===== config.mk =====
export PLATFORM = sky130hd
export DESIGN_NAME = p4pe_front_flat
export DESIGN_NICKNAME = d
export VERILOG_FILES = /design/src/hdl/p4pe_pkg.sv /design/src/hdl/p4pe_cmd_if.sv /design/src/hdl/p4pe_front.sv /design/src/flat_wrapper.sv
export SDC_FILE = /design/constraint.sdc
export NUM_CORES = 1
export LEC_CHECK = 0
export BUFFER_PORTS_ARGS = -buffer_cell sky130_fd_sc_hd__buf_2
export CAP_MARGIN = 20
export CORE_ASPECT_RATIO = 0.5
export CORE_UTILIZATION = 45
export CTS_CLUSTER_SIZE = 25
export DETAILED_ROUTE_END_ITERATION = 8
export MAX_ROUTING_LAYER = met4
export PLACE_DENSITY = 0.67
export SLEW_MARGIN = 20
export SYNTH_ARGS = -nofsm -noshare
export SYNTH_HDL_FRONTEND = slang
export SYNTH_SLANG_ARGS = --single-unit

===== constraint.sdc =====
create_clock -name clk -period 5.5 [get_ports clk]
set_input_delay 0.825 -clock clk [delete_from_list [all_inputs] [get_ports clk]]
set_output_delay 0.825 -clock clk [all_outputs]
set_load 0.01 [all_outputs]

===== src/hdl/p4pe_pkg.sv =====
// Shared types and constants for the packed 4bpp pixel engine.
// Used by every module of the block; no dependencies of its own.
package p4pe_pkg;

  // Store and coordinate sizing
  localparam int STORE_BYTES = 131072;
  localparam int COORD_BITS  = 10;
  localparam int ADDR_W      = $clog2(STORE_BYTES);

  // Field widths of the channels and registers
  localparam int COLOR_W     = 4;
  localparam int ACTION_W    = 2;
  localparam int PITCH_W     = 10;
  localparam int DIM_W       = 11;
  localparam int CFG_DATA_W  = 11;
  localparam int CFG_INDEX_W = 2;

  // Address arithmetic widths
  localparam int PROD_W = COORD_BITS + PITCH_W;
  localparam int LAST_W = PROD_W + 1;
  localparam int CMP_W  = (COORD_BITS > DIM_W) ? COORD_BITS : DIM_W;

  // Command queue between front and back
  localparam int QUEUE_DEPTH = 2;
  localparam int PTR_W       = (QUEUE_DEPTH > 1) ? $clog2(QUEUE_DEPTH) : 1;

  // Command codes
  localparam logic [ACTION_W-1:0] ACT_WRITE = 2'd0;
  localparam logic [ACTION_W-1:0] ACT_READ  = 2'd1;
  localparam logic [ACTION_W-1:0] ACT_HSPAN = 2'd2;
  localparam logic [ACTION_W-1:0] ACT_VSPAN = 2'd3;

  // Register indexes
  localparam logic [CFG_INDEX_W-1:0] REG_LINE_PITCH = 2'd0;
  localparam logic [CFG_INDEX_W-1:0] REG_PIXELS     = 2'd1;
  localparam logic [CFG_INDEX_W-1:0] REG_LINES      = 2'd2;
  localparam logic [CFG_INDEX_W-1:0] REG_RASTER_XOR = 2'd3;

  // Register reset values
  localparam logic [PITCH_W-1:0] PITCH_RESET  = 10'd320;
  localparam logic [DIM_W-1:0]   PIXELS_RESET = 11'd640;
  localparam logic [DIM_W-1:0]   LINES_RESET  = 11'd400;

  // Nibble masks
  localparam logic [7:0] NIB_LO_MASK = 8'h0f;
  localparam logic [7:0] NIB_HI_MASK = 8'hf0;

  typedef struct packed {
    logic [PITCH_W-1:0] line_pitch;
    logic [DIM_W-1:0]   pixels_per_line;
    logic [DIM_W-1:0]   line_count;
    logic               raster_xor;
  } cfg_t;

  // Classified command handed from front to back
  typedef struct packed {
    logic                  reject;
    logic [ACTION_W-1:0]   action;
    logic [ADDR_W-1:0]     addr;
    logic [COORD_BITS-1:0] count;
    logic                  odd;
    logic [COLOR_W-1:0]    color;
  } op_t;

endpackage


===== src/hdl/p4pe_cmd_if.sv =====
// Command channel of the pixel engine: valid/ready plus command payload.
// Depends on p4pe_pkg for field widths.
interface p4pe_cmd_if;
  logic                                valid;
  logic                                ready;
  logic [p4pe_pkg::ACTION_W-1:0]       action;
  logic [p4pe_pkg::COORD_BITS-1:0]     x_coord;
  logic [p4pe_pkg::COORD_BITS-1:0]     y_coord;
  logic [p4pe_pkg::COORD_BITS-1:0]     end_coord;
  logic [p4pe_pkg::COLOR_W-1:0]        color;

  modport source (output valid, action, x_coord, y_coord, end_coord, color, input ready);
  modport sink (input valid, action, x_coord, y_coord, end_coord, color, output ready);
endinterface


===== src/hdl/p4pe_front.sv =====
// Front end: accepts commands, checks bounds, forms the byte address.
// Depends on p4pe_pkg and p4pe_cmd_if.
module p4pe_front (
  input  logic              clk,
  input  logic              rst,
  p4pe_cmd_if.sink          cmd,
  input  p4pe_pkg::cfg_t    cfg,
  input  logic              clearing,
  input  logic              q_full,
  output logic              q_push,
  output p4pe_pkg::op_t     q_op
);

  // Stage 1: captured command with bounds verdict
  logic                                s1_valid;
  logic [p4pe_pkg::ACTION_W-1:0]       s1_action;
  logic [p4pe_pkg::COORD_BITS-1:0]     s1_x;
  logic [p4pe_pkg::COORD_BITS-1:0]     s1_y;
  logic [p4pe_pkg::COORD_BITS-1:0]     s1_e;
  logic [p4pe_pkg::COLOR_W-1:0]        s1_color;
  logic                                s1_bad;

  // Stage 2: row product and span length
  logic                                s2_valid;
  logic [p4pe_pkg::ACTION_W-1:0]       s2_action;
  logic [p4pe_pkg::COORD_BITS-1:0]     s2_x;
  logic [p4pe_pkg::COORD_BITS-1:0]     s2_e;
  logic [p4pe_pkg::COLOR_W-1:0]        s2_color;
  logic                                s2_bad;
  logic [p4pe_pkg::COORD_BITS-1:0]     s2_count;
  logic [p4pe_pkg::PROD_W-1:0]         s2_prod;

  logic                                accept;
  logic                                s2_adv;
  logic                                bad_next;
  logic [p4pe_pkg::CMP_W-1:0]          x_ext;
  logic [p4pe_pkg::CMP_W-1:0]          y_ext;
  logic [p4pe_pkg::CMP_W-1:0]          e_ext;
  logic [p4pe_pkg::CMP_W-1:0]          ppl_ext;
  logic [p4pe_pkg::CMP_W-1:0]          lc_ext;
  logic [p4pe_pkg::COORD_BITS-1:0]     row;
  logic [p4pe_pkg::COORD_BITS-1:0]     count_next;
  logic [p4pe_pkg::LAST_W-1:0]         x_half;
  logic [p4pe_pkg::LAST_W-1:0]         e_half;
  logic [p4pe_pkg::LAST_W-1:0]         start_addr;
  logic [p4pe_pkg::LAST_W-1:0]         last_addr;

  // Handshake: stage 2 drains into the queue, stage 1 into stage 2
  assign q_push    = s2_valid && !q_full;
  assign s2_adv    = !s2_valid || q_push;
  assign cmd.ready = (!s1_valid || s2_adv) && !clearing;
  assign accept    = cmd.valid && cmd.ready;

  // Bounds check on the incoming command
  always_comb begin
    x_ext   = p4pe_pkg::CMP_W'(cmd.x_coord);
    y_ext   = p4pe_pkg::CMP_W'(cmd.y_coord);
    e_ext   = p4pe_pkg::CMP_W'(cmd.end_coord);
    ppl_ext = p4pe_pkg::CMP_W'(cfg.pixels_per_line);
    lc_ext  = p4pe_pkg::CMP_W'(cfg.line_count);
    bad_next = (x_ext >= ppl_ext) || (y_ext >= lc_ext);
    case (cmd.action)
      p4pe_pkg::ACT_HSPAN: bad_next = bad_next || (e_ext < x_ext) || (e_ext >= ppl_ext);
      p4pe_pkg::ACT_VSPAN: bad_next = bad_next || (e_ext < y_ext) || (e_ext >= lc_ext);
      default: ;
    endcase
  end

  // Row factor and pixel count for stage 2
  always_comb begin
    row        = (s1_action == p4pe_pkg::ACT_VSPAN) ? s1_e : s1_y;
    count_next = '0;
    case (s1_action)
      p4pe_pkg::ACT_HSPAN: count_next = s1_e - s1_x;
      p4pe_pkg::ACT_VSPAN: count_next = s1_e - s1_y;
      default: ;
    endcase
  end

  always_ff @(posedge clk) begin
    if (rst) begin
      s1_valid <= 1'b0;
    end else if (accept) begin
      s1_valid <= 1'b1;
    end else if (s2_adv) begin
      s1_valid <= 1'b0;
    end
  end

  always_ff @(posedge clk) begin
    if (accept) begin
      s1_action <= cmd.action;
      s1_x      <= cmd.x_coord;
      s1_y      <= cmd.y_coord;
      s1_e      <= cmd.end_coord;
      s1_color  <= cmd.color;
      s1_bad    <= bad_next;
    end
  end

  always_ff @(posedge clk) begin
    if (rst) begin
      s2_valid <= 1'b0;
    end else if (s2_adv) begin
      s2_valid <= s1_valid;
    end
  end

  always_ff @(posedge clk) begin
    if (s2_adv && s1_valid) begin
      s2_action <= s1_action;
      s2_x      <= s1_x;
      s2_e      <= s1_e;
      s2_color  <= s1_color;
      s2_bad    <= s1_bad;
      s2_count  <= count_next;
      s2_prod   <= p4pe_pkg::PROD_W'(row) * p4pe_pkg::PROD_W'(cfg.line_pitch);
    end
  end

  // Form start and last byte addresses, reject beyond the store
  always_comb begin
    x_half     = p4pe_pkg::LAST_W'(s2_x >> 1);
    e_half     = p4pe_pkg::LAST_W'(s2_e >> 1);
    start_addr = p4pe_pkg::LAST_W'(s2_prod) + x_half;
    last_addr  = p4pe_pkg::LAST_W'(s2_prod) +
                 ((s2_action == p4pe_pkg::ACT_HSPAN) ? e_half : x_half);
    q_op.reject = s2_bad || (last_addr >= p4pe_pkg::LAST_W'(p4pe_pkg::STORE_BYTES));
    q_op.action = s2_action;
    // vertical spans walk upward from the last row
    q_op.addr   = (s2_action == p4pe_pkg::ACT_HSPAN) ?
                  p4pe_pkg::ADDR_W'(start_addr) : p4pe_pkg::ADDR_W'(last_addr);
    q_op.count  = s2_count;
    q_op.odd    = s2_x[0];
    q_op.color  = s2_color;
  end

endmodule


===== src/flat_wrapper.sv =====
// flat-port wrapper written by rule: the top's interface ports become plain ports
module p4pe_front_flat 
  (clk, rst, cfg, clearing, q_full, q_push, q_op, cmd_valid, cmd_action, cmd_x_coord, cmd_y_coord, cmd_end_coord, cmd_color, cmd_ready);
  p4pe_cmd_if cmd_i ();
  input  logic clk;
  input  logic rst;
  input  p4pe_pkg::cfg_t cfg;
  input  logic clearing;
  input  logic q_full;
  output logic q_push;
  output p4pe_pkg::op_t q_op;
  input wire logic [$bits(cmd_i.valid)-1:0] cmd_valid;
  input wire logic [$bits(cmd_i.action)-1:0] cmd_action;
  input wire logic [$bits(cmd_i.x_coord)-1:0] cmd_x_coord;
  input wire logic [$bits(cmd_i.y_coord)-1:0] cmd_y_coord;
  input wire logic [$bits(cmd_i.end_coord)-1:0] cmd_end_coord;
  input wire logic [$bits(cmd_i.color)-1:0] cmd_color;
  output wire logic [$bits(cmd_i.ready)-1:0] cmd_ready;
  assign cmd_i.valid = cmd_valid;
  assign cmd_i.action = cmd_action;
  assign cmd_i.x_coord = cmd_x_coord;
  assign cmd_i.y_coord = cmd_y_coord;
  assign cmd_i.end_coord = cmd_end_coord;
  assign cmd_i.color = cmd_color;
  assign cmd_ready = cmd_i.ready;
  p4pe_front u_core (.clk(clk), .rst(rst), .cmd(cmd_i), .cfg(cfg), .clearing(clearing), .q_full(q_full), .q_push(q_push), .q_op(q_op));
endmodule

==> impl_metrics.json <==
{
  "status": "finished, violations left",
  "violations": "setup timing",
  "design_area_sq_um": 11400,
  "wl_um": 22100,
  "fin_worst_skew_ns": 0.0116,
  "peakVddDrop_v": 0.000317,
  "maxSlewViolCount": 0,
  "drtAntennaViolNets": 0,
  "seq_area_frac_synth_pct": 30.2,
  "gp_congestion": 0.924,
  "num_rows": 36,
  "cts_tree": "done",
  "core_area_sq_um": 19900,
  "finalSetupViolCount": 2,
  "drt_first_pass_iters": 4,
  "synth_ff_type": "edfxtp_1",
  "clockBufferDepth": 2,
  "intPower_mw": 2.61,
  "drt_first_iter_violations": 271,
  "fin_ws_ns": -0.0147,
  "clockPowerShare_pct": 14.6,
  "die_height_um": 104,
  "syn_area_per_cell_sq_um": 10.6,
  "arrival_ns": 5.62,
  "ys_ff_latch": 95,
  "start_util_pct": 47.1,
  "switching_power_mw": 1.77,
  "critical_path_class": "reg -> reg",
  "p_per_area_nw_per_um2": 384,
  "synthCells": 885,
  "drive_gt1_share_pct": 24.7,
  "postPlaceCellArea_sq_um": 10700,
  "clkTransAtPathRegs_ns": 0.08,
  "min_period_ns": 5.51,
  "r2r_slack_ns": -0.01,
  "synth_cell_type_count": 67,
  "grt_util_all_layers_pct": 22.4,
  "dp_hpwl_um": 18100,
  "cts_root_buf": "clkbuf_16",
  "fin_nets": 1346,
  "r2r.worst_path.cells": 21,
  "synthArstFlopShare_pct": 0,
  "critPathMaxStageDelay_ns": 0.52,
  "final_common_cell": "ha_1",
  "reg2reg_from": "u_core.s1_action[0]",
  "port_buffers": 109,
  "sw_frac_of_total_pct": 40.4,
  "r2r-end": "u_core.s2_prod[16]",
  "rsz0062_at_grt": "true",
  "p_comb_share_pct": 63.1,
  "grt_pass1_wl_um": 36500,
  "seq_power_share_pct": 22.4,
  "syn2layout_area_growth_pct": 21.8,
  "grt_max_degree": 57,
  "cts_sinks": 95,
  "synth_edf_count": 93,
  "fin_hold_ws_ns": 0.430,
  "cp-start-kind": "register",
  "die_area_sq_um": 21500,
  "drv_cap": 0,
  "min_path_type": "reg -> reg",
  "crit_end": "u_core.s2_prod[16]",
  "synth_area_sq_um": 9380,
  "antenna_found_initial": 0,
  "synth_nets": 1164,
  "worst_slew_pin_slew_ns": 0.803,
  "fillerInstances": 1676,
  "vias": 6961,
  "critPathLaunch": "u_core.s1_action[0]",
  "ys.warnings.count": 0,
  "hold_viol": 0,
  "min_period_over_period_pct": 100,
  "crit_chain": "nand2_4, buf_12, buf_12, mux2i_4, buf_6, nand2b_4, fa_1, fa_1, inv_2, fa_1, fa_1, inv_2, fa_1, inv_2, ha_4, o21ai_4, nor4_4, and4bb_1, o31ai_1, a21oi_1, xnor2_1",
  "clk_latency_ns": 0.36,
  "grt_pass1_vias": 7473,
  "worst_path_most_repeated_cell": "fa_1",
  "die_x_um": 206,
  "vias_per_cell": 5.20,
  "h-tree-depth": 3,
  "post-place-ws_ns": -0.285,
  "critPathCaptureType": "register",
  "mostFrequentLayoutCells": "ha_1, buf_2, inv_1",
  "diodes": 0,
  "fmax_mhz": 181,
  "drcViolationCount": 0,
  "cts_hold_buf": 0,
  "overflow": 0,
  "numCtsBuffers": 9,
  "cp_max_fo": 7,
  "utilization_pct": 57.4,
  "io_pins": 111,
  "leakage_nw": 5.35,
  "slew_headroom_pct": 46.2,
  "critPathSlowestCell": "fa_1",
  "required_ns": 5.61,
  "wire_per_inst_um": 16.5
}
[flip-flops by register name, summed over array words and instances (netlist names), 9 cells and up]
signal and count:
u_core.s2_prod 20, u_core.s1_e 10, u_core.s1_x 10, u_core.s1_y 10
u_core.s2_count 10, u_core.s2_x 10, u_core.s2_e 9
[power by group through the flow]
stage          combinational (mW)  clock, mW  sequential [mW]
2_1_floorplan                1.55          0            0.984
3_3_place_gp                 2.26          0            0.992
3_5_place_dp                 2.29          0            0.995
4_1_cts                      2.58      0.653            0.980
5_1_grt                      3.05      0.680            0.985
6_report                     2.76      0.638            0.980
[cell usage after synthesis, drive strengths merged (6+ instances only)]
cell type	number	area (sq um)
a211oi	8	65.1
a21o	15	113
a21oi	47	239
and2	55	344
and3	8	50.1
buf	8	46.3
edfxtp	93	2790
fa	65	1300
ha	140	1750
inv	110	413
mux2	17	191
mux2i	15	150
nand2	59	221
nand2b	14	87.6
nand3	10	50.1
nand4	6	37.5
nor2	25	93.8
nor2b	34	213
nor3	7	35.0
o21a	7	52.6
o21ai	32	164
o31ai	7	57.6
xnor2	31	272
xor2	7	61.3
[metal layers]
metal	share of wire [%]	GRT usage (%)
met3	4.5	3.60
met4	1.7	5.72
met5	0	-
met2	49	37.4
met1	45	28.3
[cells by family (layout without fill, tap and decap cells)]
| logic type | Yosys count | in the layout | share of synthesized area, % |
|---|---|---|---|
| AO/OA/AOI/OAI | 156 | 156 | 11.2 |
| XOR/XNOR | 38 | 38 | 3.55 |
| adder cells (fa/ha/maj) | 205 | 205 | 32.6 |
| buffers and inverters | 122 | 309 | 5.06 |
| flip-flops | 95 | 95 | 30.2 |
| multiplexers | 32 | 32 | 3.64 |
| AND/OR/NAND/NOR | 237 | 237 | 13.7 |
[final cells by class]
type / count / area [sq um] / share of cell area, %
Clock buffer: 9 / 225 / 1.97
Clock inverter: 7 / 81.3 / 0.712
Inverter: 110 / 413 / 3.61
Multi-Input combinational cell: 668 / 6380 / 55.8
Sequential cell: 95 / 2830 / 24.8
Tap cell: 266 / 333 / 2.91
Timing Repair Buffer: 183 / 1160 / 10.2
[worst max-delay path, delay by kind of cell (launching register included)]
kind / cells / cell delay [ns]
muxes: 1 / 0.22
DFF: 1 / 0.44
AOI/OAI and AO/OA: 3 / 0.47
xor gates and xnor gates: 1 / 0.14
adders and majority gates: 6 / 2.71
buffers and inverters: 6 / 0.49
and+or+nand+nor: 4 / 0.78
[worst min-delay path by stage]
stage | startpoint | end | slack, ns | cells past startpoint
6_report | u_core.s1_color[3] | u_core.s2_color[3] | 0.43 | 0
5_1_grt | u_core.s1_color[2] | u_core.s2_color[2] | 0.44 | 0
4_1_cts | u_core.s1_color[3] | u_core.s2_color[3] | 0.43 | 0
3_5_place_dp | u_core.s1_color[3] | u_core.s2_color[3] | 0.41 | 0
3_3_place_gp | u_core.s1_color[1] | u_core.s2_color[1] | 0.40 | 0
2_1_floorplan | u_core.s1_bad | u_core.s2_bad | 0.40 | 0
[through the flow]
stage / setup TNS, ns / cells / power [mW]
6_report: -0.0220 / 1338 / 4.38
5_1_grt: -0.778 / 1338 / 4.72
2_1_floorplan: 0 / 885 / 2.53
3_3_place_gp: -0.838 / 1306 / 3.26
4_1_cts: 0 / 1327 / 4.21
3_5_place_dp: -1.25 / 1306 / 3.28
[timing repair]
action / 4_1_cts / 5_1_grt
pin swaps: 28 / 34
buffers inserted: 5 / 12
endpoints found under the setup margin: 7 / 8
resized for setup: 31 / 26
No activity file was read; power rests on OpenSTA's default activity.
