$ cat config.mk
export PLATFORM = sky130hd
export DESIGN_NAME = p4pe_queue
export DESIGN_NICKNAME = d
export VERILOG_FILES = /design/src/hdl/p4pe_pkg.sv /design/src/hdl/p4pe_queue.sv
export SDC_FILE = /design/constraint.sdc
export NUM_CORES = 1
export LEC_CHECK = 0
export ABC_AREA = 1
export BUFFER_PORTS_ARGS = -buffer_cell sky130_fd_sc_hd__buf_2
export CORE_MARGIN = 2
export CORE_UTILIZATION = 47
export DETAILED_ROUTE_END_ITERATION = 16
export PLACE_DENSITY = 0.71
export SLEW_MARGIN = 0
export SYNTH_ARGS = -nofsm -noshare
export SYNTH_HDL_FRONTEND = slang
export SYNTH_SLANG_ARGS = --single-unit
$ cat constraint.sdc
create_clock -name clk -period 3.63 [get_ports clk]
set_input_delay 0.9075 -clock clk [delete_from_list [all_inputs] [get_ports clk]]
set_output_delay 0.9075 -clock clk [all_outputs]
set_load 0.02 [all_outputs]
$ cat src/hdl/p4pe_pkg.sv
// Shared types and constants for the packed 4bpp pixel engine.
// Used by every module of the block; no dependencies of its own.
package p4pe_pkg;

  // Store and coordinate sizing
  localparam int STORE_BYTES = 131072;
  localparam int COORD_BITS  = 10;
  localparam int ADDR_W      = $clog2(STORE_BYTES);

  // Field widths of the channels and registers
  localparam int COLOR_W     = 4;
  localparam int ACTION_W    = 2;
  localparam int PITCH_W     = 10;
  localparam int DIM_W       = 11;
  localparam int CFG_DATA_W  = 11;
  localparam int CFG_INDEX_W = 2;

  // Address arithmetic widths
  localparam int PROD_W = COORD_BITS + PITCH_W;
  localparam int LAST_W = PROD_W + 1;
  localparam int CMP_W  = (COORD_BITS > DIM_W) ? COORD_BITS : DIM_W;

  // Command queue between front and back
  localparam int QUEUE_DEPTH = 2;
  localparam int PTR_W       = (QUEUE_DEPTH > 1) ? $clog2(QUEUE_DEPTH) : 1;

  // Command codes
  localparam logic [ACTION_W-1:0] ACT_WRITE = 2'd0;
  localparam logic [ACTION_W-1:0] ACT_READ  = 2'd1;
  localparam logic [ACTION_W-1:0] ACT_HSPAN = 2'd2;
  localparam logic [ACTION_W-1:0] ACT_VSPAN = 2'd3;

  // Register indexes
  localparam logic [CFG_INDEX_W-1:0] REG_LINE_PITCH = 2'd0;
  localparam logic [CFG_INDEX_W-1:0] REG_PIXELS     = 2'd1;
  localparam logic [CFG_INDEX_W-1:0] REG_LINES      = 2'd2;
  localparam logic [CFG_INDEX_W-1:0] REG_RASTER_XOR = 2'd3;

  // Register reset values
  localparam logic [PITCH_W-1:0] PITCH_RESET  = 10'd320;
  localparam logic [DIM_W-1:0]   PIXELS_RESET = 11'd640;
  localparam logic [DIM_W-1:0]   LINES_RESET  = 11'd400;

  // Nibble masks
  localparam logic [7:0] NIB_LO_MASK = 8'h0f;
  localparam logic [7:0] NIB_HI_MASK = 8'hf0;

  typedef struct packed {
    logic [PITCH_W-1:0] line_pitch;
    logic [DIM_W-1:0]   pixels_per_line;
    logic [DIM_W-1:0]   line_count;
    logic               raster_xor;
  } cfg_t;

  // Classified command handed from front to back
  typedef struct packed {
    logic                  reject;
    logic [ACTION_W-1:0]   action;
    logic [ADDR_W-1:0]     addr;
    logic [COORD_BITS-1:0] count;
    logic                  odd;
    logic [COLOR_W-1:0]    color;
  } op_t;

endpackage

$ cat src/hdl/p4pe_queue.sv
// Short command queue between the front end and the store sequencer.
// Depends on p4pe_pkg for the entry type and depth.
module p4pe_queue (
  input  logic              clk,
  input  logic              rst,
  input  logic              push,
  input  p4pe_pkg::op_t     push_op,
  input  logic              pop,
  output logic              full,
  output logic              empty,
  output p4pe_pkg::op_t     head
);

  p4pe_pkg::op_t                entries [p4pe_pkg::QUEUE_DEPTH];
  logic [p4pe_pkg::PTR_W-1:0]   wr_ptr;
  logic [p4pe_pkg::PTR_W-1:0]   rd_ptr;
  logic [p4pe_pkg::PTR_W:0]     fill;

  assign full  = (fill == (p4pe_pkg::PTR_W + 1)'(p4pe_pkg::QUEUE_DEPTH));
  assign empty = (fill == '0);
  assign head  = entries[rd_ptr];

  // Store pushed entries
  always_ff @(posedge clk) begin
    if (push) begin
      entries[wr_ptr] <= push_op;
    end
  end

  // Advance pointers and fill count
  always_ff @(posedge clk) begin
    if (rst) begin
      wr_ptr <= '0;
      rd_ptr <= '0;
      fill   <= '0;
    end else begin
      if (push) begin
        wr_ptr <= (wr_ptr == p4pe_pkg::PTR_W'(p4pe_pkg::QUEUE_DEPTH - 1)) ? '0 : wr_ptr + 1'b1;
      end
      if (pop) begin
        rd_ptr <= (rd_ptr == p4pe_pkg::PTR_W'(p4pe_pkg::QUEUE_DEPTH - 1)) ? '0 : rd_ptr + 1'b1;
      end
      if (push && !pop) begin
        fill <= fill + 1'b1;
      end else if (pop && !push) begin
        fill <= fill - 1'b1;
      end
    end
  end

endmodule

==> results of run 1 <==
-- cell type report --
type                       instances  share of cell area [%]
clock buffer                       9                    3.47
clock inverter                     7                    2.60
inverter                           9                   0.948
multi-input combinational         54                    17.0
sequential                        75                    61.8
tap                               75                    2.63
timing repair buffer              78                    11.5
-- worst paths after layout --
kind / from / end / slack (ns) / depth (start not counted)
min: rd_ptr / flop / 0.52 / 2
max: flop / head[10] / 0.88 / 3
max reg2reg: wr_ptr / entries[0][25] / 2.12 / 2
min reg2reg: rd_ptr / flop / 0.52 / 2
-- power breakdown --
part           total, mW  switching [mW]  internal, mW
sequential          1.02          0.0252         0.998
clock              0.674           0.290         0.384
combinational      0.247           0.129         0.118
total               1.94           0.444          1.50
-- worst min-delay path, cell delays in order (launching register included) --
cell	delay (ns)
dfxtp_1	0.33
xnor2_1	0.08
nor2_1	0.08
-- kinds of logic (layout without fill, tap and decap cells) --
group           count (synthesis)  after routing
flops                          75             75
mux                            35             35
simple gates                   15             15
buf+inv                        13            103
compound gates                  2              2
fa+ha+maj                       1              1
xor+xnor                        1              1
-- state kept, by name, summed over array words and instances (netlist names), named ones only --
| name | flops |
|---|---|
| entries | 70 |
| wr_ptr | 1 |
| rd_ptr | 1 |
| fill | 2 |
-- synthesized netlist by cell type (all sizes together) --
library cell / number / area, µm²
nand2: 5 / 18.8
mux2: 35 / 507
dfxtp: 5 / 100
inv: 9 / 33.8
buf: 4 / 71.3
o21ai: 1 / 5.00
nor2: 7 / 26.3
xnor2: 1 / 8.76
edfxtp: 70 / 2100
nand3: 1 / 5.00
ha: 1 / 12.5
nand4: 1 / 6.26
a21oi: 1 / 5.00
nor3: 1 / 5.00
-- per-stage QoR --
step	utilization, %	hold slack [ns]
3_3_place_gp	56.2	0.494
6_report	59.9	0.524
2_1_floorplan	-	0.480
4_1_cts	59.9	0.527
3_5_place_dp	56.2	0.505
5_1_grt	59.9	0.545
-- metal layers --
layer | GRT usage [%] | vias to the layer above | wire (µm)
met5 | 0 | - | 0
li1 | - | 702 | -
met4 | 8.85 | 0 | 92
met2 | 22.4 | 48 | 2280
met1 | 15.4 | 678 | 1800
met3 | 4.67 | 8 | 273
==> results.json, run 1 <==
{
  "antenna_found_initial": 0,
  "ctsLongestPathBuffers": 2,
  "grt-ovfl-total": 0,
  "nets": 267,
  "die_outline_area_mm2": 0.00683,
  "final.min_clock_period_ns": 2.75,
  "worstMarginPinSlew_ns": 0.692,
  "dominant_combinational_cell_family_by_area_after_synthesis": "multiplexers",
  "drv_slew": 0,
  "clock_tree.root_cell": "clkbuf_8",
  "critical_path.startpoint_type": "flop",
  "grt_pass1_wl_um": 6510,
  "initial_utilization_pct": 48.8,
  "synth_fp_nets": 182,
  "timing.critical_path.cells": "buf_12 -> mux2_4 -> buf_2",
  "cts_buffers": 9,
  "cp_num_buf_inv": 2,
  "ios": 76,
  "htreeDepth": 3,
  "synth_compound_area_share_pct": 0.344,
  "place.detailed.instances": 291,
  "timing.final.hold_violations": 0,
  "clk_transition_reported_paths_ns": 0.07,
  "numPortBuffers": 75,
  "report.final.setup_viol": 0,
  "arrival_ns": 1.84,
  "final_cell_mix": "75 x buf_2, 70 x edfxtp_1, 30 x mux2_4",
  "synth_simple_gate_area_share_pct": 2.11,
  "placed_cell_area_mm2": 0.00335,
  "post_cts_hold_buffer_count": 0,
  "share_of_cells_above_drive_strength_1_pct": 56.0,
  "period_share_pct": 75.8,
  "outcome": "finished, final reports clean",
  "relSlewSlack_pct": 53.8,
  "route.detailed.drc": 0,
  "fillers": 466,
  "clkSinkCount": 75,
  "cpMaxStageDelayCell": "dfxtp_2",
  "post-cts-setup-buffer-count": 0,
  "routedWlPerCell_um": 14.5,
  "rsz0062_at_grt": "false",
  "sequential_cell_area_mm2": 0.00220,
  "combined_area_of_the_multi_input_logic_cells_um2": 607,
  "power_density_mw_per_mm2": 545,
  "vias": 1436,
  "crit_path_required_time_ns": 2.72,
  "flop_and_latch_count_out_of_synthesis": 75,
  "hold_path.class": "reg2reg",
  "cts_repair_resize_count": 0,
  "fp-row-count": 28,
  "dp_hpwl_um": 3040,
  "finalPower_mw": 1.94,
  "synthCells": 142,
  "irDropWorstVdd_mv": 0.335,
  "post_synth.cell_area_avg_um2": 20.5,
  "clk_latency_ns": 0.34,
  "cts_tree": "yes",
  "setup.worst_path.end_class": "output pin",
  "dr.pass1.iters": 4,
  "max_freq_mhz": 363,
  "antenna-diode-count": 0,
  "globalplace.congestion": 0.696,
  "total_core_area_mm2": 0.00596,
  "first_global_vias": 1383,
  "cpLargestDelayFamily": "flip-flops",
  "setup-tns-final_ns": 0,
  "max_cap_viol_count": 0,
  "worst_setup_slack_post_dpl_ns": 1.21,
  "worst_slack_ns": 0.878,
  "groute.usage.overall_pct": 13.8,
  "finish.instance_area_mm2": 0.00356,
  "critical-path-max-stage-delay_ns": 0.78,
  "horizontal_extent_of_the_die_um": 82.6,
  "worstSetupPathType": "reg2out",
  "largest_net_degree_at_the_start_of_global_routing": 30,
  "layout.cells.most_common": "buf_2",
  "area.growth.synth_to_final_pct": 22.6,
  "synth_warnings": 0,
  "drt-total-wl_um": 4450,
  "drt_iter0_drc": 85,
  "ant_nets": 0,
  "p_leak_nw": 1.45,
  "yosys.area_share.xor_xnor_pct": 0.301,
  "final_cells": 307,
  "synthMuxAreaShare_pct": 17.4,
  "synthesis.area_mm2": 0.00291,
  "drt-vias-per-instance": 4.68,
  "cp_max_fo": 21,
  "yosys.cell_types.count": 16,
  "synth-seq-area-share_pct": 75.8,
  "fin_worst_skew_ns": 0.00558,
  "synth_area_in_adders_pct": 0.430,
  "die_h_um": 82.6
}
Note: power is estimated with default switching activity, not from simulation.
==> inputs of run 2 (changes only) <==
==> constraint.sdc (replaced) <==
create_clock -name clk -period 2.7 [get_ports clk]
set_input_delay 0.675 -clock clk [delete_from_list [all_inputs] [get_ports clk]]
set_output_delay 0.675 -clock clk [all_outputs]
set_load 0.02 [all_outputs]
==> run 2 against run 1 <==
Net effect:
- global-route usage fell by 0.30 points
- utilization fell by 0.32 points
- power rose by 28%
- register-to-register slack got worse by 0.79 ns
- via count rose by 1.3%
- combinational power rose by 41%
- routed wire length fell by 2.9%
==> results.json, run 2 (synthesis gave the netlist of run 1 again) <==
{
  "outcome": "finished, final reports clean",
  "crit_path_required_time_ns": 2.03,
  "clk_latency_ns": 0.32,
  "cpLargestDelayFamily": "buffers and inverters",
  "numPortBuffers": 75,
  "p_clk_share_pct": 31.2,
  "cts_repair_resize_count": 0,
  "die_outline_area_mm2": 0.00683,
  "area.growth.synth_to_final_pct": 22.0,
  "max_cap_viol_count": 0,
  "clock_tree.root_cell": "clkbuf_8",
  "grt_pass1_wl_um": 6400,
  "dr.pass1.iters": 3,
  "ctsLongestPathBuffers": 2,
  "power.switching_fraction_pct": 22.9,
  "timing.final.hold_violations": 0,
  "relSlewSlack_pct": 62.4,
  "cts_tree": "yes",
  "report.final.setup_viol": 0,
  "final_core_util_pct": 59.5,
  "die_h_um": 82.6,
  "setup.worst_path.end_class": "output pin",
  "clkSinkCount": 75,
  "groute.usage.overall_pct": 13.5,
  "post-cts-setup-buffer-count": 0,
  "critical_path.startpoint_type": "flop",
  "internal-power_mw": 1.92,
  "drt-total-wl_um": 4320,
  "clk_transition_reported_paths_ns": 0.07,
  "critical-path-max-stage-delay_ns": 0.39,
  "fp-row-count": 28,
  "largest_register_ffs": 70,
  "rsz0062_at_grt": "false",
  "antenna_found_initial": 0,
  "worstSetupPathType": "reg2out",
  "cts_buffers": 9,
  "total_core_area_mm2": 0.00596,
  "final_cell_mix": "75 x buf_2, 70 x edfxtp_1, 30 x mux2_4",
  "p_comb_share_pct": 14.0,
  "cp_num_buf_inv": 2,
  "worstMarginPinSlew_ns": 0.562,
  "cpMaxStageDelayCell": "mux2_2",
  "timing.critical_path.cells": "buf_4 -> mux2_2 -> buf_2",
  "drv_slew": 0,
  "largest_net_degree_at_the_start_of_global_routing": 23,
  "vias": 1455,
  "setup-tns-final_ns": 0,
  "initial_utilization_pct": 48.8,
  "seqPwrFrac_pct": 54.7,
  "largest_registers": "entries: 70 flops, fill: 2 flops",
  "finalPower_mw": 2.49,
  "ant_nets": 0,
  "hold_path.class": "reg2reg",
  "ios": 76,
  "power_density_mw_per_mm2": 701,
  "grt-ovfl-total": 0,
  "final.min_clock_period_ns": 2.20,
  "horizontal_extent_of_the_die_um": 82.6,
  "fin_worst_skew_ns": 0.00408,
  "post_cts_hold_buffer_count": 0,
  "dp_hpwl_um": 3040,
  "htreeDepth": 3,
  "p_leak_nw": 1.45,
  "nets": 269,
  "top_reg_by_flops": "entries",
  "power.switching_mw": 0.570,
  "share_of_cells_above_drive_strength_1_pct": 55.6,
  "route.detailed.drc": 0,
  "arrival_ns": 1.53,
  "globalplace.congestion": 0.721,
  "first_global_vias": 1390,
  "irDropWorstVdd_mv": 0.449,
  "drt_iter0_drc": 94,
  "max_freq_mhz": 454,
  "routedWlPerCell_um": 14.0,
  "antenna-diode-count": 0,
  "period_share_pct": 81.6,
  "drt-vias-per-instance": 4.71,
  "cp_max_fo": 20,
  "layout.cells.most_common": "buf_2"
}
-- run 2: changes by cell type in the layout (fill, tap and decap cells not counted) --
cell        change
buf_4           +2
clkinv_1        +2
bufinv_16       -1
clkinv_2        +1
clkinv_4        -1
clkinvlp_4      -1
-- run 2: worst paths after layout --
path	from	slack [ns]	endpoint	cells past startpoint
hold reg to reg	rd_ptr	0.53	rd_ptr	2
setup reg to reg	wr_ptr	1.33	entries[0][32]	2
setup / recovery	flop	0.50	head[19]	3
hold / removal	rd_ptr	0.53	rd_ptr	2
-- run 2: layout make-up --
cell class	count	area, µm²
clock buffers	9	124
clock inverters	7	58.8
fillers	459	2410
inverters	9	33.8
multi-input cells	54	607
flip-flops and latches	75	2200
well taps	75	93.8
repair buffers	80	425
-- run 2: power groups by stage --
| stage | logic, mW | clock network (mW) | registers, mW |
|---|---|---|---|
| 3_3_place_gp | 0.352 | 0 | 1.38 |
| 6_report | 0.349 | 0.776 | 1.36 |
| 2_1_floorplan | 0.257 | 0 | 1.38 |
| 5_1_grt | 0.378 | 0.851 | 1.37 |
| 3_5_place_dp | 0.356 | 0 | 1.39 |
| 4_1_cts | 0.356 | 0.801 | 1.36 |
-- run 2: metrics by stage --
step	setup WS, ns	hold WS, ns	instance area [µm²]	instances
floorplan	0.0828	0.480	2910	142
global placement	0.824	0.497	3360	293
detailed placement	0.809	0.504	3360	293
CTS	0.463	0.520	3550	309
global route	0.425	0.515	3550	309
finish	0.497	0.528	3550	309
-- run 2: per-layer routing --
layer | up-vias | routed length [µm] | share of wire, % | track usage, %
li1 | 711 | - | - | -
met1 | 696 | 1690 | 39 | 15.6
met2 | 41 | 2280 | 53 | 22.2
met3 | 7 | 241 | 5.6 | 4.89
met4 | 0 | 99 | 2.3 | 6.56
met5 | - | 0 | 0 | 0
-- run 2: worst register-to-register path, stage by stage (launching register included) --
cell and delay, ns:
dfxtp_1 0.35, nor2_4 0.48, buf_12 0.25
==> inputs of run 3 (changes only) <==
==> constraint.sdc (replaced) <==
create_clock -name clk -period 2.1 [get_ports clk]
set_input_delay 0.525 -clock clk [delete_from_list [all_inputs] [get_ports clk]]
set_output_delay 0.525 -clock clk [all_outputs]
set_load 0.02 [all_outputs]
==> run 3 against run 2 <==
Net effect:
- setup slack lost 0.34 ns
- die area unchanged
- non-clock buffer count is 2 higher
- register-to-register slack got worse by 0.46 ns
- largest power group unchanged
==> results.json, run 3 (synthesis gave the netlist of run 1 again) <==
{
  "groute.usage.overall_pct": 13.0,
  "numPortBuffers": 75,
  "setup.worst_path.end_class": "output pin",
  "post_cts_hold_buffer_count": 0,
  "final_cell_mix": "75 x buf_2, 70 x edfxtp_1, 30 x mux2_4",
  "largest_register_ffs": 70,
  "first_global_vias": 1399,
  "cp_max_fo": 14,
  "area.growth.synth_to_final_pct": 21.7,
  "clk_latency_ns": 0.32,
  "grt_pass1_wl_um": 6310,
  "p_leak_nw": 1.45,
  "cts_repair_resize_count": 0,
  "dr.pass1.iters": 4,
  "relSlewSlack_pct": 74.7,
  "fin_worst_skew_ns": 0.00393,
  "critical_path.startpoint_type": "flop",
  "path_depth": 3,
  "ctsLongestPathBuffers": 2,
  "globalplace.congestion": 0.699,
  "arrival_ns": 1.42,
  "largest_net_degree_at_the_start_of_global_routing": 29,
  "max_freq_mhz": 513,
  "final.min_clock_period_ns": 1.95,
  "grt-ovfl-total": 0,
  "worstSetupPathType": "reg2out",
  "drt-vias-per-instance": 4.71,
  "cpMaxStageDelayCell": "dfxtp_2",
  "htreeDepth": 3,
  "irDropWorstVdd_mv": 0.728,
  "nets": 271,
  "cts_buffers": 9,
  "horizontal_extent_of_the_die_um": 82.6,
  "fp-row-count": 28,
  "hold_depth": 1,
  "rsz0062_at_grt": "false",
  "top_reg_by_flops": "entries",
  "drt_iter0_drc": 100,
  "total_core_area_mm2": 0.00596,
  "dp_hpwl_um": 2910,
  "hold_path.class": "in2reg",
  "share_of_cells_above_drive_strength_1_pct": 56.0,
  "worstMarginPinSlew_ns": 0.380,
  "clkSinkCount": 75,
  "timing.critical_path.cells": "buf_4 -> mux2_4 -> buf_2",
  "initial_utilization_pct": 48.8,
  "clock_tree.root_cell": "clkbuf_8",
  "critical-path-max-stage-delay_ns": 0.33,
  "route.detailed.drc": 0,
  "power_density_mw_per_mm2": 899,
  "period_share_pct": 92.7,
  "antenna-diode-count": 0,
  "final_core_util_pct": 59.4,
  "cts_tree": "yes",
  "drv_slew": 0,
  "clk_transition_reported_paths_ns": 0.07,
  "reg2reg_depth": 3,
  "vias": 1454,
  "ant_nets": 0,
  "outcome": "finished, final reports clean",
  "drt-total-wl_um": 4280,
  "die_outline_area_mm2": 0.00683,
  "antenna_found_initial": 0,
  "routedWlPerCell_um": 13.9,
  "post-cts-setup-buffer-count": 0,
  "largest_registers": "entries: 70 flops, fill: 2 flops",
  "layout.cells.most_common": "buf_2",
  "cp_num_buf_inv": 2,
  "hold_ws_ns": 0.382,
  "die_h_um": 82.6,
  "setup-tns-final_ns": 0,
  "timing.final.hold_violations": 0,
  "max_cap_viol_count": 0,
  "cpLargestDelayFamily": "buffers and inverters",
  "ios": 76,
  "report.final.setup_viol": 0,
  "crit_path_required_time_ns": 1.57,
  "worst-r2r-setup-slack_ns": 0.87
}
[run 3: cell count changes in the layout (fill, tap and decap cells not counted)]
cell        change
buf_4           +3
buf_12          -1
clkbuf_1        +1
clkinvlp_4      -1
clkinv_1        -2
[run 3: path summary, 6_finish.rpt]
check	from	endpoint
setup / recovery	flop	head[27]
hold / removal	push_op[11]	entries[0][11]
setup reg to reg	wr_ptr	entries[1][30]
hold reg to reg	rd_ptr	rd_ptr
[run 3: final cells by class]
cell class | instances | area, µm²
fillers | 498 | 2420
repair buffers | 82 | 428
clock inverters | 4 | 43.8
flip-flops and latches | 75 | 2200
inverters | 9 | 33.8
multi-input cells | 54 | 607
well taps | 75 | 93.8
clock buffers | 10 | 128
[run 3: routing by layer]
layer / track usage, % / up-vias / part of all wire (%) / routed length (µm)
met5: 0 / - / 0 / 0
met4: 5.41 / 0 / 1.4 / 59
met3: 4.57 / 6 / 6.6 / 283
met2: 22.2 / 49 / 52 / 2230
met1: 14.8 / 693 / 40 / 1710
li1: - / 706 / - / -
[run 3: stage by stage]
step / setup WS (ns) / total power [mW] / instance area [µm²] / instances
global placement: 0.497 / 2.23 / 3370 / 295
global route: 0.0854 / 3.31 / 3540 / 309
floorplan: 0.231 / 2.11 / 2910 / 142
finish: 0.152 / 3.18 / 3540 / 309
detailed placement: 0.490 / 2.24 / 3370 / 295
CTS: 0.121 / 3.22 / 3540 / 309
[run 3: where the power goes]
group          internal, mW  leakage [nW]  total, mW  switching (mW)
logic                 0.206         0.664      0.448           0.242
clock network         0.528        0.0894      0.984           0.456
registers              1.73         0.699       1.75          0.0233
total                  2.46          1.45       3.18           0.721
